===== src/vvs_pkg.sv =====
package vvs_pkg;

   localparam int IN_PORTS_DEF     = 8;
   localparam int VCS_PER_PORT_DEF = 16;
   localparam int MASK_VCS         = 16;

   localparam int CSR_INDEX_W = 2;
   localparam int CSR_DATA_W  = 5;

   localparam logic [1:0] POLICY_MODE_RST  = 2'd0;
   localparam logic [4:0] VCS_PER_VNET_RST = 5'd4;
   localparam logic [3:0] NEXT_LOCAL_RST   = 4'd1;

   typedef enum logic [CSR_INDEX_W-1:0] {
      CSR_POLICY_MODE      = 2'd0,
      CSR_VCS_PER_VNET     = 2'd1,
      CSR_NEXT_LOCAL_PORTS = 2'd2
   } csr_index_type;

   typedef enum logic [1:0] {
      POLICY_VOQ       = 2'd0,
      POLICY_NEXT_PORT = 2'd1,
      POLICY_DEST_TILE = 2'd2
   } policy_type;

   typedef struct packed {
      logic [2:0]  in_port;
      logic [3:0]  in_vc;
      logic [3:0]  vnet;
      logic [2:0]  route_port;
      logic        has_next_hop;
      logic [2:0]  next_hop_port;
      logic [7:0]  dest_tile;
      logic [15:0] idle_mask;
   } req_type;

   typedef struct packed {
      logic       request_valid;
      logic [2:0] request_port;
      logic [3:0] request_vc;
   } rsp_type;

   typedef enum logic [2:0] {
      ST_CLEAR,
      ST_IDLE,
      ST_DECODE,
      ST_SETUP,
      ST_SCAN,
      ST_DIVIDE,
      ST_CHECK,
      ST_DONE
   } state_type;

   typedef struct packed {
      logic clr_we;
      logic load;
      logic mem_rd;
      logic ptr_we;
      logic scan_init;
      logic scan_step;
      logic div_start;
      logic check;
      logic out_load;
   } cmd_type;

   typedef struct packed {
      logic clr_last;
      logic in_range;
      logic final_hop;
      logic use_div;
      logic scan_stop;
      logic div_busy;
   } stat_type;

endpackage


===== src/voq_vc_selector_unit.sv =====
// channel   dir  ports                              payload
// req       in   req_valid req_ready req_data       req_type, one head packet
// rsp       out  rsp_valid rsp_ready rsp_data       rsp_type, one request
// csr       in   csr_valid csr_ready csr_index/data register write, always ready
//
// one item at a time; final-hop items decode, set up, then scan 1..n offsets one per cycle
// (n: vcs_per_vnet clamped to 1..16); modulo policies wait on the 2-bit-per-cycle modulo
// unit, then check; voq and unused policies check after decode; out-of-range items go to
// done; after reset a sweep, req blocked, zeroes all IN_PORTS * VCS_PER_PORT pointers;
// a stalled rsp holds the result register; the next beat waits until it drains
module voq_vc_selector_unit
   import vvs_pkg::*;
#(
   parameter int IN_PORTS     = IN_PORTS_DEF,
   parameter int VCS_PER_PORT = VCS_PER_PORT_DEF
) (
   input  logic                   clock,
   input  logic                   reset,
   input  logic                   req_valid,
   output logic                   req_ready,
   input  req_type                req_data,
   output logic                   rsp_valid,
   input  logic                   rsp_ready,
   output rsp_type                rsp_data,
   input  logic                   csr_valid,
   output logic                   csr_ready,
   input  logic [CSR_INDEX_W-1:0] csr_index,
   input  logic [CSR_DATA_W-1:0]  csr_data
);

   cmd_type  cmd;
   stat_type stat;

   assign csr_ready = 1'b1;

   vvs_ctrl u_ctrl (
      .clock     (clock),
      .reset     (reset),
      .req_valid (req_valid),
      .req_ready (req_ready),
      .rsp_valid (rsp_valid),
      .rsp_ready (rsp_ready),
      .stat      (stat),
      .cmd       (cmd)
   );

   vvs_datapath #(
      .IN_PORTS     (IN_PORTS),
      .VCS_PER_PORT (VCS_PER_PORT)
   ) u_datapath (
      .clock     (clock),
      .reset     (reset),
      .csr_valid (csr_valid),
      .csr_index (csr_index),
      .csr_data  (csr_data),
      .req_data  (req_data),
      .rsp_data  (rsp_data),
      .cmd       (cmd),
      .stat      (stat)
   );

endmodule


===== src/vvs_mod.sv =====
module vvs_mod
   import vvs_pkg::*;
(
   input  logic       clock,
   input  logic       reset,
   input  logic       start,
   input  logic [7:0] dividend,
   input  logic [4:0] divisor,
   output logic [3:0] remainder,
   output logic       busy
);

   logic [7:0] dvd_ff, dvd_in;
   logic [4:0] rem_ff, rem_in;
   logic [1:0] cnt_ff, cnt_in;
   logic       busy_ff, busy_in;

   // two restoring steps per cycle
   always_comb begin
      logic [7:0] d;
      logic [4:0] r;
      d = dvd_ff;
      r = rem_ff;
      for (int i = 0; i < 2; i++) begin
         r = {r[3:0], d[7]};
         d = {d[6:0], 1'b0};
         if (r >= divisor) begin
            r = r - divisor;
         end
      end
      dvd_in  = dvd_ff;
      rem_in  = rem_ff;
      cnt_in  = cnt_ff;
      busy_in = busy_ff;
      if (start) begin
         dvd_in  = dividend;
         rem_in  = 5'd0;
         cnt_in  = 2'd0;
         busy_in = 1'b1;
      end else if (busy_ff) begin
         dvd_in = d;
         rem_in = r;
         cnt_in = cnt_ff + 2'd1;
         if (cnt_ff == 2'd3) begin
            busy_in = 1'b0;
         end
      end
   end

   always_ff @(posedge clock) begin
      if (reset) begin
         busy_ff <= 1'b0;
         cnt_ff  <= 2'd0;
      end else begin
         busy_ff <= busy_in;
         cnt_ff  <= cnt_in;
      end
      dvd_ff <= dvd_in;
      rem_ff <= rem_in;
   end

   assign remainder = rem_ff[3:0];
   assign busy      = busy_ff;

   a_start_idle: assert property (@(posedge clock) disable iff (reset)
      start |-> !busy_ff)
      else $error("modulo restarted while busy");

endmodule


===== src/vvs_datapath.sv =====
module vvs_datapath
   import vvs_pkg::*;
#(
   parameter int IN_PORTS     = IN_PORTS_DEF,
   parameter int VCS_PER_PORT = VCS_PER_PORT_DEF
) (
   input  logic                   clock,
   input  logic                   reset,
   input  logic                   csr_valid,
   input  logic [CSR_INDEX_W-1:0] csr_index,
   input  logic [CSR_DATA_W-1:0]  csr_data,
   input  req_type                req_data,
   output rsp_type                rsp_data,
   input  cmd_type                cmd,
   output stat_type               stat
);

   localparam int DEPTH  = IN_PORTS * VCS_PER_PORT;
   localparam int SLOT_W = $clog2(DEPTH);

   logic [1:0] mode_ff;
   logic [4:0] vcs_ff;
   logic [3:0] nlp_ff;
   logic [4:0] n;

   req_type           item_ff;
   logic [SLOT_W-1:0] slot_ff, slot_in;
   logic              in_range_ff, in_range_in;
   logic [7:0]        base_ff, base_in;

   logic [3:0]        ptr_mem [DEPTH];
   logic [3:0]        rd_ff;
   logic [3:0]        ptr_next;
   logic [SLOT_W-1:0] clr_cnt_ff;

   logic [3:0] off_ff, cnt_ff;
   logic [4:0] nxt5;
   logic [3:0] scan_off;
   logic [3:0] voq_off, map_off, cand_off, mod_rem;
   logic       mapped;
   logic [7:0] cand_vc;
   logic       cand_idle;
   logic       found_ff;
   logic [3:0] pick_ff;
   rsp_type    rsp_ff;
   logic       mod_busy;

   always_ff @(posedge clock) begin
      if (reset) begin
         mode_ff <= POLICY_MODE_RST;
         vcs_ff  <= VCS_PER_VNET_RST;
         nlp_ff  <= NEXT_LOCAL_RST;
      end else if (csr_valid) begin
         case (csr_index)
            CSR_POLICY_MODE:      mode_ff <= csr_data[1:0];
            CSR_VCS_PER_VNET:     vcs_ff  <= csr_data[4:0];
            CSR_NEXT_LOCAL_PORTS: nlp_ff  <= csr_data[3:0];
            default: ;
         endcase
      end
   end

   always_comb begin
      if (vcs_ff == 5'd0) begin
         n = 5'd1;
      end else if (vcs_ff > 5'd16) begin
         n = 5'd16;
      end else begin
         n = vcs_ff;
      end
   end

   assign slot_in = SLOT_W'(32'(req_data.in_port) * VCS_PER_PORT + 32'(req_data.in_vc));
   assign in_range_in = (32'(req_data.in_port) < IN_PORTS) &&
                        (32'(req_data.in_vc) < VCS_PER_PORT);
   assign base_in = {4'd0, req_data.vnet} * {3'd0, n};

   always_ff @(posedge clock) begin
      if (cmd.load) begin
         item_ff     <= req_data;
         slot_ff     <= slot_in;
         in_range_ff <= in_range_in;
         base_ff     <= base_in;
      end
   end

   // pointer store, cleared by a sweep after reset
   always_ff @(posedge clock) begin
      if (reset) begin
         clr_cnt_ff <= '0;
      end else if (cmd.clr_we) begin
         clr_cnt_ff <= clr_cnt_ff + SLOT_W'(1);
      end
   end

   assign ptr_next = (({1'b0, rd_ff} + 5'd1) >= n) ? 4'd0 : rd_ff + 4'd1;

   always_ff @(posedge clock) begin
      if (cmd.clr_we) begin
         ptr_mem[clr_cnt_ff] <= 4'd0;
      end else if (cmd.ptr_we) begin
         ptr_mem[slot_ff] <= ptr_next;
      end
      if (cmd.mem_rd) begin
         rd_ff <= ptr_mem[slot_ff];
      end
   end

   vvs_mod u_mod (
      .clock     (clock),
      .reset     (reset),
      .start     (cmd.div_start),
      .dividend  ((mode_ff == POLICY_DEST_TILE) ? item_ff.dest_tile
                                                : {5'd0, item_ff.next_hop_port}),
      .divisor   (n),
      .remainder (mod_rem),
      .busy      (mod_busy)
   );

   assign nxt5     = {1'b0, off_ff} + 5'd1;
   assign scan_off = (nxt5 >= n) ? 4'd0 : nxt5[3:0];

   assign voq_off = ({1'b0, item_ff.next_hop_port} >= nlp_ff)
                  ? {1'b0, item_ff.next_hop_port} - nlp_ff + 4'd1 : 4'd0;
   assign map_off = (mode_ff == POLICY_VOQ) ? voq_off : mod_rem;
   assign mapped  = ((mode_ff == POLICY_VOQ) && ({1'b0, voq_off} < n)) ||
                    (mode_ff == POLICY_NEXT_PORT) || (mode_ff == POLICY_DEST_TILE);

   assign cand_off  = cmd.check ? map_off : scan_off;
   assign cand_vc   = base_ff + {4'd0, cand_off};
   assign cand_idle = (cand_vc < 8'(MASK_VCS)) && (32'(cand_vc) < VCS_PER_PORT) &&
                      item_ff.idle_mask[cand_vc[3:0]];

   always_ff @(posedge clock) begin
      if (cmd.load) begin
         found_ff <= 1'b0;
         pick_ff  <= 4'd0;
      end else if (cmd.scan_step && cand_idle) begin
         found_ff <= 1'b1;
         pick_ff  <= cand_vc[3:0];
      end else if (cmd.check && mapped && cand_idle) begin
         found_ff <= 1'b1;
         pick_ff  <= cand_vc[3:0];
      end
      if (cmd.scan_init) begin
         off_ff <= rd_ff;
         cnt_ff <= 4'd0;
      end else if (cmd.scan_step) begin
         off_ff <= scan_off;
         cnt_ff <= cnt_ff + 4'd1;
      end
      if (cmd.out_load) begin
         rsp_ff.request_valid <= found_ff;
         rsp_ff.request_port  <= found_ff ? item_ff.route_port : 3'd0;
         rsp_ff.request_vc    <= found_ff ? pick_ff : 4'd0;
      end
   end

   assign rsp_data = rsp_ff;

   assign stat.clr_last  = (clr_cnt_ff == SLOT_W'(DEPTH - 1));
   assign stat.in_range  = in_range_ff;
   assign stat.final_hop = !item_ff.has_next_hop;
   assign stat.use_div   = (mode_ff == POLICY_NEXT_PORT) || (mode_ff == POLICY_DEST_TILE);
   assign stat.scan_stop = cand_idle || (cnt_ff == 4'(n - 5'd1));
   assign stat.div_busy  = mod_busy;

   a_one_writer: assert property (@(posedge clock) disable iff (reset)
      !(cmd.clr_we && cmd.ptr_we))
      else $error("pointer store written by sweep and update at once");

endmodule


===== src/vvs_ctrl.sv =====
module vvs_ctrl
   import vvs_pkg::*;
(
   input  logic     clock,
   input  logic     reset,
   input  logic     req_valid,
   output logic     req_ready,
   output logic     rsp_valid,
   input  logic     rsp_ready,
   input  stat_type stat,
   output cmd_type  cmd
);

   state_type state_ff, state_in;
   logic      rsp_valid_ff, rsp_valid_in;
   logic      out_free;

   assign out_free = !rsp_valid_ff || rsp_ready;

   always_comb begin
      state_in = state_ff;
      case (state_ff)
         ST_CLEAR:  if (stat.clr_last) state_in = ST_IDLE;
         ST_IDLE:   if (req_valid) state_in = ST_DECODE;
         ST_DECODE: begin
            if (!stat.in_range) begin
               state_in = ST_DONE;
            end else if (stat.final_hop) begin
               state_in = ST_SETUP;
            end else if (stat.use_div) begin
               state_in = ST_DIVIDE;
            end else begin
               state_in = ST_CHECK;
            end
         end
         ST_SETUP:  state_in = ST_SCAN;
         ST_SCAN:   if (stat.scan_stop) state_in = ST_DONE;
         ST_DIVIDE: if (!stat.div_busy) state_in = ST_CHECK;
         ST_CHECK:  state_in = ST_DONE;
         ST_DONE:   if (out_free) state_in = ST_IDLE;
         default:   state_in = ST_IDLE;
      endcase
   end

   always_comb begin
      cmd       = '0;
      req_ready = 1'b0;
      case (state_ff)
         ST_CLEAR:  cmd.clr_we = 1'b1;
         ST_IDLE: begin
            req_ready = 1'b1;
            cmd.load  = req_valid;
         end
         ST_DECODE: begin
            cmd.mem_rd    = stat.in_range && stat.final_hop;
            cmd.div_start = stat.in_range && !stat.final_hop && stat.use_div;
         end
         ST_SETUP: begin
            cmd.ptr_we    = 1'b1;
            cmd.scan_init = 1'b1;
         end
         ST_SCAN:   cmd.scan_step = 1'b1;
         ST_DIVIDE: ;
         ST_CHECK:  cmd.check = 1'b1;
         ST_DONE:   cmd.out_load = out_free;
         default: ;
      endcase
   end

   assign rsp_valid_in = cmd.out_load ? 1'b1 : (rsp_ready ? 1'b0 : rsp_valid_ff);

   always_ff @(posedge clock) begin
      if (reset) begin
         state_ff     <= ST_CLEAR;
         rsp_valid_ff <= 1'b0;
      end else begin
         state_ff     <= state_in;
         rsp_valid_ff <= rsp_valid_in;
      end
   end

   assign rsp_valid = rsp_valid_ff;

   a_one_at_a_time: assert property (@(posedge clock) disable iff (reset)
      (req_valid && req_ready) |=> !req_ready)
      else $error("second beat accepted while an item is in flight");

   a_no_result_in_clear: assert property (@(posedge clock) disable iff (reset)
      (state_ff == ST_CLEAR) |-> !rsp_valid_ff)
      else $error("result pending during pointer sweep");

   a_load_free: assert property (@(posedge clock) disable iff (reset)
      cmd.out_load |=> rsp_valid_ff)
      else $error("result register load lost");

endmodule


===== config.mk =====
export PLATFORM = sky130hd
export DESIGN_NAME = voq_vc_selector_unit
export DESIGN_NICKNAME = d
export VERILOG_FILES = /design/src/vvs_pkg.sv /design/src/voq_vc_selector_unit.sv /design/src/vvs_mod.sv /design/src/vvs_datapath.sv /design/src/vvs_ctrl.sv
export SDC_FILE = /design/constraint.sdc
export NUM_CORES = 1
export LEC_CHECK = 0
export ABC_AREA = 1
export BUFFER_PORTS_ARGS = -buffer_cell sky130_fd_sc_hd__buf_2
export CORE_ASPECT_RATIO = 0.9
export CORE_UTILIZATION = 60
export DETAILED_ROUTE_END_ITERATION = 16
export PLACE_DENSITY = 0.87
export SYNTH_ARGS = -nofsm -noshare
export SYNTH_HDL_FRONTEND = slang
export SYNTH_HIERARCHICAL = 1
export SYNTH_SLANG_ARGS = --single-unit

===== constraint.sdc =====
create_clock -name clock -period 6.5 [get_ports clock]
set_clock_uncertainty 0.1 [all_clocks]
set_input_delay 0.325 -clock clock [delete_from_list [all_inputs] [get_ports clock]]
set_output_delay 0.325 -clock clock [all_outputs]
set_load 0.02 [all_outputs]

* Word level (Yosys, flattened, before mapping)
Memories as Yosys holds them, arrays and structs flattened. A register that Yosys moved wholly into a read port is not among the register bits.
Cells that the tools add are included.
** Storage, ports and cells
- Bits in registers :: 104
- Logic and storage cells :: 146
- Bits in read-only memories :: 0
- Memories kept :: 1
- RAM bits :: 512
- Output and inout port bits :: 11
- Latch bits :: 0
- Input bits :: 54
** Memory list
- u_datapath.ptr_mem :: depth 128, bits a word 4, rd ports 1, clocked after memory_dff 1, write ports 1, RTL line vvs_datapath.sv:31 : logic [3:0] ptr_mem [DEPTH];
** Cells by class
- Bitwise operators :: 0
- Add/subtract/negate cells :: 13
- Div/mod/pow operators :: 0
- Muxes and demuxes :: 50
- Multiply operators :: 1
- Reductions and logical operators :: 28
- $lt $le $gt $ge :: 10
- Equal/unequal tests :: 19
- Shift-type cells :: 0
** Operator list (count)
- $mux W4 :: 12
- $mux W8 :: 3
- $pmux W3 S8 :: 1
- $mux W1 :: 22
- $ge A5 B5 Y1 :: 4
- $mux W3 :: 6
- $lt A8 B5 Y1 const B :: 2
- $add A4 B1 Y4 const B :: 3
- $eq A3 B3 Y1 const B :: 4
- $add A4 B1 Y5 const B :: 2
- $mux W5 :: 2
- $add A8 B4 Y8 :: 1
- $mul A4 B5 Y8 :: 1
- $ne A2 B2 Y1 const B :: 4
- $reduce_bool A2 Y1 :: 4
- $sub A4 B4 Y4 :: 2
- $add A7 B1 Y7 const B :: 1
- $add A7 B4 Y7 :: 1
- $eq A7 B7 Y1 const B :: 1
- $logic_and A1 B1 Y1 :: 7
- $mux W7 :: 1
- $eq A2 B2 Y1 const B :: 3
- $eq A3 B2 Y1 const B :: 2
- $reduce_and A2 Y1 :: 3
- other kinds (21) :: 29

* Longest topological paths before layout
Gate-level depths: netlist of the first run.
- Depth after elaboration :: 13
- Mapped depth :: 31
- Gate-level depth less buffers :: 31

* Hierarchy
Netlist of the first run, hierarchy kept.
** By module, submodules not included
- vvs_datapath :: times used 1, area an instance 26180.1 um2, sequential area each 17777.0 um2, cells an instance 2405
- vvs_mod :: times used 1, area an instance 1092.3 um2, sequential area each 380.4 um2, cells an instance 146
- vvs_ctrl :: times used 1, area an instance 367.9 um2, sequential area each 80.1 um2, cells an instance 68
- voq_vc_selector_unit :: times used 1, area an instance 11.3 um2, sequential area each 0.0 um2, cells an instance 2

* Worst setup path before layout of the first run
Ideal clock, no wire load.
- Path kind :: reg-to-reg
- From :: register u_datapath.vcs_ff[4]
- To :: memory u_datapath.ptr_mem[0][0] (data pin)
- Path buffers :: 1
- Slack :: 0.771 ns
- Clock period less this slack :: 5.729 ns
- Setup time :: 0.796 ns
- Required time :: 5.604 ns
- Arrival time :: 4.834 ns
- Cell stages (with the launch flop) :: 11
- Path through :: dfxtp_1 buf_2 clkinv_1 o21ai_1 ha_1 o21a_1 o21ai_0 nand2_1 a21oi_1 nand2_1 nor2_1
** On the way
- Cells in the longest elaborated chain, start to end :: 6
- Elaborated cells between the ends (all ways) :: 7
- Classes of those cells :: order compare: 2; mux: 4; reduce/logical: 1
** Ends and longest elaborated chain
- start: declaration :: RTL line vvs_datapath.sv:22 : logic [4:0] vcs_ff;
- start signal: assignment :: RTL line vvs_datapath.sv:56 : CSR_VCS_PER_VNET: vcs_ff <= csr_data[4:0];
- $gt A5 B5 Y1 :: RTL line vvs_datapath.sv:66 : end else if (vcs_ff > 5'd16) begin
- $mux W5 :: RTL line vvs_datapath.sv:66
- $mux W5 * :: RTL line vvs_datapath.sv:64 : if (vcs_ff == 5'd0) begin
- $ge A5 B5 Y1 * :: RTL line vvs_datapath.sv:96 : assign ptr_next = (({1'b0, rd_ff} + 5'd1) >= n) ? 4'd0 : rd_ff + 4'd1;
- $mux W4 * :: RTL line vvs_datapath.sv:96
- $mux W4 (no line) *
- end: declaration :: RTL line vvs_datapath.sv:31
Every way passes the cells marked *; elsewhere a longest branch is shown, timed or not.

==> impl_metrics.toml, run 1 <==
[run_status]
status = "finished clean"

[worst_setup_path]
ff2ff_path_depth = 24
rr_startpoint = "u_datapath/vcs_ff[4]$_SDFFE_PP0P_"
startpoint_type = "register"
cp.required_ps = 6910
path_cells = "clkinv_1, o21ai_1, ha_1, nand4_1, o221a_2, nand2_1, nor2_1, nand2_1, o21ai_0, ha_1, fa_1, inv_1, nand3_1, nand3_1, nand3_1, nand2_1, nor2_1, a31o_2, nand3b_1, nand2_1, nor2_2, nand2_1, nand2_1, nor2_1"
path_class = "register to register"
cpMostUsedCell = "nand2_1"
rrSetupSlack_ps = 1590
crit_buf_inv = 2
timing.rr.end = "u_ctrl/state_ff[1]$_SDFFE_PP0P_"
worstPathArrival_ps = 5320
cp_slowest_stage_delay_ps = 640
path_delay_family = "simple AND/OR/NAND/NOR gates"
end_kind = "register"
critPathMaxFanout = 9
startpoint = "u_datapath/vcs_ff[4]$_SDFFE_PP0P_"
cp.depth = 24
cp_slowest_cell = "fa_1"
cp-endpoint = "u_ctrl/state_ff[1]$_SDFFE_PP0P_"

[cts]
cts.path.max_buffers = 3
cts_max_level = 2
cts_tree = "yes"
root_buffer = "clkbuf_16"
numClockSinks = 620
post_cts_buffers = 0
path_clk_slew_ps = 60
numCtsBuffers = 57
clock_latency_ps = 630
ctsResizeCount = 0

[floorplan]
die_w_um = 228
start_util_pct = 60.8
io-pin-count = 65
core-area_sq_mm = 0.0455
die_h_um = 206
die_area_sq_mm = 0.0470
floorplan.rows = 74

[global_routing]
overflow = 0
grt_pass1_wl_um = 104000
grt_max_degree = 210
grt_pass1_vias = 19700
antenna_found_initial = 0
grt_usage_pct = 28.7

[synth]
synth-main-ff-cell = "edfxtp_1"
synth_top_family_by_area = "simple AND/OR/NAND/NOR gates"
ys_seq_area_share_pct = 66.0
ys_warn_count = 6
synth_cell_types = 46
syn-num-nets = 2740
avgSynthCellArea_sq_um = 10.5
syn_area_sq_mm = 0.0277
synth-xor-area-share_pct = 0.665
async_reset_ff_share_pct = 0
muxShareOfSynthArea_pct = 0.0407
syn_inst = 2621
synth_edf_count = 582
synth_compound_area_share_pct = 4.02
synthAdderAreaFrac_pct = 3.21
ys_ff_latch = 620
synthSimpleGateAreaFrac_pct = 21.5

[cells_and_area]
final_cell_mix = "nand2_1, edfxtp_1, nand3_1"
area_growth_syn_to_layout_pct = 10.8
multi_input_area_sq_mm = 0.00817
insertedDiodeCount = 0
ff_latch_area_sq_mm = 0.0182
drive_gt1_share_pct = 7.52
fillers = 3105
final_common_cell = "nand2_1"
num-nets-final = 2801

[pwr]
peakVddDrop_mv = 0.221
power.leakage_nw = 11.5
powerDensity_mw_per_mm2 = 336

[placed_design]
place_hpwl_um = 40100
io_buffers = 63
place_congestion = 0.942

[sta]
fmax_ghz = 0.204
setup-tns-final_ps = 0
finalCritPeriodShare_pct = 75.5
final-setup-viol-count = 0
rsz0062_at_grt = "false"
finalMaxSlewViolations = 0
hold_violations = 0
max-slew-margin-rel_pct = 10.9
whs_ps = 46.2
min_period_ps = 4910
worst_pin_slew_ps = 1340

[flow_run]
max_cap_violations = 0

[routing]
drt-pass1-iter-count = 7
vias = 20300
avgRoutedWirePerCell_um = 20.2
ant_nets = 0
drt-initial-drc-count = 2621
routed_via_density = 6.08
routed_wl_um = 67500
drcViolationCount = 0

[worst_hold_path]
hp-start = "csr_index[1]"
hold_class = "input pin to register"
## routing by layer
metal	GRT usage [%]	part of all wire (%)	vias up
li1	-	-	9114
met1	35.6	36	9484
met2	48.7	48	1422
met3	6.00	11	259
met4	13.3	4.6	0
met5	0	0	-
## registers in the layout, summed over array words and instances (netlist names), 3 cells and up
name,count
u_datapath/cnt_ff,4
u_datapath/off_ff,4
u_datapath/item_ff,31
u_datapath/nlp_ff,4
u_datapath/rsp_data,8
u_datapath/clr_cnt_ff,7
u_ctrl/state_ff,3
u_datapath/ptr_mem,512
u_datapath/slot_ff,7
u_datapath/pick_ff,4
u_datapath/rd_ff,4
u_datapath/u_mod/dvd_ff,8
u_datapath/u_mod/rem_ff,4
u_datapath/vcs_ff,5
u_datapath/base_ff,8
## tightest hold or removal path, cell delays in order
cell and delay, ps:
buf_2 120, nor3_1 110, o211ai_1 170
## stage by stage
step / utilization [%] / setup slack (ps) / instance area, sq um / instances / power [W]
after CTS: 67.4 / 1690 / 30600 / 3334 / 0.0102
after detailed placement: 62.3 / 1710 / 28300 / 3182 / 0.00696
after global routing: 67.4 / 1170 / 30600 / 3334 / 0.0107
after floorplan: - / 771 / 27700 / 2621 / 0.00636
after global placement: 62.3 / 2010 / 28300 / 3182 / 0.00683
final: 67.4 / 1590 / 30600 / 3334 / 0.0103
## repair_timing
action / CTS / global route
hold buffers: 49 / 0
endpoints found under the setup margin: 0 / 0
endpoints found under the hold margin: 53 / 0
## synth_stat cells, drive strengths merged, types with 16 or more instances
library cell,n,area (sq um)
nor3,22,120
nand3,433,2180
inv,173,649
xor2,16,140
nor2,242,933
nand2,688,2600
edfxtp,582,17500
a21oi,75,379
o21ai,104,547
ha,55,688
dfxtp,38,761
buf,85,449
o22ai,16,100
clkbuf,46,173
## where the power goes
part	switching, W	internal (W)	total, W
registers	0.000115	0.00453	0.00464
logic	0.00166	0.000711	0.00237
clock network	0.00146	0.00181	0.00327
## worst min-delay path by stage
stage	end	slack, ps	cells past startpoint
floorplan	u_datapath/u_mod/cnt_ff[0]$_SDFFE_PP0P_	300	1
global placement	u_datapath/clr_cnt_ff[5]$_SDFFE_PP0P_	340	1
detailed placement	u_datapath/clr_cnt_ff[5]$_SDFFE_PP0P_	350	1
CTS	u_datapath/vcs_ff[2]$_SDFFE_PP1P_	20	3
global route	u_datapath/vcs_ff[2]$_SDFFE_PP1P_	60	3
finish	u_datapath/vcs_ff[2]$_SDFFE_PP1P_	50	3
## area by class of cell
class | count | area share [%]
Inverter | 175 | 2.16
Tap cell | 608 | 2.48
Clock inverter | 32 | 0.947
Multi-Input combinational cell | 1695 | 26.7
Clock buffer | 71 | 4.96
Sequential cell | 620 | 59.5
Timing Repair Buffer | 133 | 3.27
## kinds of logic (layout without fill, tap and decap cells)
group / after synthesis / after routing
AND/OR/NAND/NOR: 1400 / 1400
flip-flops: 620 / 620
buffers and inverters: 306 / 411
AO/OA/AOI/OAI: 206 / 206
adder cells (fa/ha/maj): 65 / 65
XOR/XNOR: 21 / 21
other: 2 / 2
multiplexers: 1 / 1
(Power assumes the default switching activity.)
==> run 2, diff against run 1 <==
Settings changed: ABC_AREA 1 to 0.
Clock period 6.5 ns to 4.9 ns, I/O delays scaled along.
==> impl_metrics.toml, run 2 <==
[placed_design]
io_buffers = 63
place_hpwl_um = 37400
place_congestion = 0.909
dpl_cell_area_sq_mm = 0.0277

[sta]
hold_violations = 0
worst_pin_slew_ps = 1100
whs_ps = 37.8
final-setup-viol-count = 0
finalMaxSlewViolations = 0
fmax_ghz = 0.208
finalCritPeriodShare_pct = 97.9
max-slew-margin-rel_pct = 26.6
min_period_ps = 4800

[synth]
synth_top_area_share_pct = 65.7
yosys-top-cells-area = "edfxtp_1, mux4_2, dfxtp_1, ha_1, nor2_1"
synth_common_cells = "edfxtp_1, nor2_1, mux4_2, nand2_1"
synth_top_cell_by_area = "edfxtp_1"
syn_inst = 1609
synth_edf_count = 582
ys_warn_count = 6
synth-main-ff-cell = "edfxtp_1"
ys_seq_area_share_pct = 68.6
async_reset_ff_share_pct = 0
ys_ff_latch = 620
synth_cell_types = 73
syn-num-nets = 1728
yosysMostFrequentCell = "edfxtp_1"
avgSynthCellArea_sq_um = 16.5
syn_area_sq_mm = 0.0266

[floorplan]
core-area_sq_mm = 0.0433
die_w_um = 224
floorplan.rows = 72
die_area_sq_mm = 0.0452
die_h_um = 202
start_util_pct = 61.4
io-pin-count = 65

[global_routing]
grt_pass1_vias = 15600
grt_usage_pct = 27.6
grt_pass1_wl_um = 93000
grt_max_degree = 109
antenna_found_initial = 0
overflow = 0

[routing]
drt-pass1-iter-count = 5
routed_wl_um = 60900
vias = 15400
drcViolationCount = 0
drt-initial-drc-count = 1809
ant_nets = 0
avgRoutedWirePerCell_um = 25.6
routed_via_density = 6.48

[cells_and_area]
drive_gt1_share_pct = 21.1
largest_reg_flops = 512
final_common_cell = "edfxtp_1"
multi_input_area_sq_mm = 0.00795
insertedDiodeCount = 0
final_cell_mix = "edfxtp_1, nor2_1, mux4_2"
fillers = 2519
top_register = "u_datapath/ptr_mem"
area_growth_syn_to_layout_pct = 13.8
finalInstanceArea_sq_mm = 0.0303
num-nets-final = 1865
reg.largest.list = "u_datapath/ptr_mem x512, u_datapath/item_ff x31"
ff_latch_area_sq_mm = 0.0182

[pwr]
clockPowerShare_pct = 35.6
swShare_pct = 26.0
power.leakage_nw = 9.01
p_switching_w = 0.00332
p_seq_share_pct = 47.6
powerDensity_mw_per_mm2 = 422
peakVddDrop_mv = 0.373
combPwrFrac_pct = 16.8
p_int_w = 0.00945

[worst_setup_path]
worstPathArrival_ps = 5210
critPathMaxFanout = 5
timing.rr.end = "u_ctrl/state_ff[2]$_SDFFE_PP0P_"
path_class = "register to register"
crit_buf_inv = 1
rrSetupSlack_ps = 100
cp_slowest_cell = "mux4_2"
startpoint = "u_datapath/vcs_ff[3]$_SDFFE_PP0P_"
startpoint_type = "register"
path_cells = "nor3_4, nor2_2, nor2_2, ha_1, nand2b_4, a21o_1, a21o_1, a21o_1, a21o_1, o22ai_2, ha_2, fa_2, buf_6, mux2i_1, mux4_2, and3b_2, o22ai_4, o41ai_4, nor2_1, o21ai_1, a21oi_2, o31a_1"
ff2ff_path_depth = 22
cp_slowest_stage_delay_ps = 480
cpMostUsedCell = "a21o_1"
path_delay_family = "compound AO/OA/AOI/OAI gates"
cp.required_ps = 5310
rr_startpoint = "u_datapath/vcs_ff[3]$_SDFFE_PP0P_"
end_kind = "register"

[worst_hold_path]
hold_class = "input pin to register"
hold-path-endpoint = "u_datapath/base_ff[7]$_DFFE_PP_"
min_path_cells = 4
hp-start = "req_data[34]"

[cts]
numCtsBuffers = 57
cts_tree = "yes"
root_buffer = "clkbuf_16"
cts.path.max_buffers = 3
cts_max_level = 2
path_clk_slew_ps = 60
clock_latency_ps = 630
numClockSinks = 620

[flow_run]
max_cap_violations = 0

[run_status]
status = "finished clean"
[run 2: repair_timing]
| item | in CTS | in global routing |
|---|---|---|
| hold buffers | 51 | 0 |
| gates resized for setup | 6 | 15 |
| cloned | 0 | 0 |
| buffers inserted | 2 | 1 |
| pin swaps | 1 | 16 |
| endpoints found under the hold margin | 59 | 0 |
| endpoints found under the setup margin | 3 | 3 |
[run 2: through the flow]
step                setup TNS, ps  instances  total power [W]  setup slack, ps  util [%]
floorplan                 -587270       1609          0.00756            -1260         -
global placement                0       2225          0.00803             52.2      63.9
detailed placement           -183       2225          0.00813             -127      63.9
CTS                             0       2383           0.0127             20.6      69.7
global route                -83.9       2384           0.0131            -83.9      69.8
finish                          0       2384           0.0128              101      69.8
[run 2: power groups by stage]
stage                     clock, W  combinational (W)  sequential, W
after floorplan                  0            0.00144        0.00612
after global placement           0            0.00186        0.00617
after detailed placement         0            0.00195        0.00618
after CTS                  0.00458            0.00205        0.00608
after global routing       0.00477            0.00228        0.00609
final                      0.00455            0.00214        0.00608
[run 2: area by class of cell]
type,instances,share of cell area [%]
multi-input combinational,866,26.3
timing repair buffer,158,4.07
clock inverter,36,1.38
tap,592,2.45
inverter,43,0.533
sequential,620,60.3
clock buffer,69,5.00
[run 2: logic make-up (layout without fill, tap and decap cells)]
| kind of cell | Yosys count | after routing | share of synthesized area [%] |
|---|---|---|---|
| AOI/OAI and AO/OA | 171 | 171 | 4.44 |
| other | 2 | 2 | 0.0282 |
| adders and majority gates | 65 | 65 | 3.34 |
| and+or+nand+nor | 404 | 404 | 7.15 |
| buffers and inverters | 123 | 306 | 1.98 |
| xor gates and xnor gates | 29 | 29 | 0.955 |
| muxes | 195 | 195 | 13.5 |
| DFF | 620 | 620 | 68.6 |
[run 2: worst max path at each step]
stage	to	depth (start not counted)	slack [ps]
after floorplan	u_datapath/ptr_mem[0][2]$_DFFE_PP_	10	-1260
after global routing	u_ctrl/state_ff[2]$_SDFFE_PP0P_	22	-80
after global placement	u_ctrl/state_ff[2]$_SDFFE_PP0P_	21	50
final	u_ctrl/state_ff[2]$_SDFFE_PP0P_	22	100
after CTS	u_ctrl/state_ff[2]$_SDFFE_PP0P_	22	20
after detailed placement	u_ctrl/state_ff[2]$_SDFFE_PP0P_	21	-130
[run 2: metal layers]
metal  vias to the layer above  share of wire, %  track usage [%]
met2                       988                49             45.7
met5                         -                 0                0
met3                       201               9.4             4.98
met4                         0               4.2             11.4
li1                       6520                 -                -
met1                      7732                37             36.2
[run 2: worst register-to-register path, cell delays in order, from the launching register on]
cell      delay (ps)
dfxtp_4          360
nor3_4           240
nor2_2            90
nor2_2           140
ha_1             240
nand2b_4         140
a21o_1           170
a21o_1           150
a21o_1           160
a21o_1           210
o22ai_2          160
ha_2             210
fa_2             460
buf_6            160
mux2i_1          110
mux4_2           480
and3b_2          280
o22ai_4           80
o41ai_4           80
nor2_1            90
o21ai_1          160
a21oi_2          100
o31a_1           320
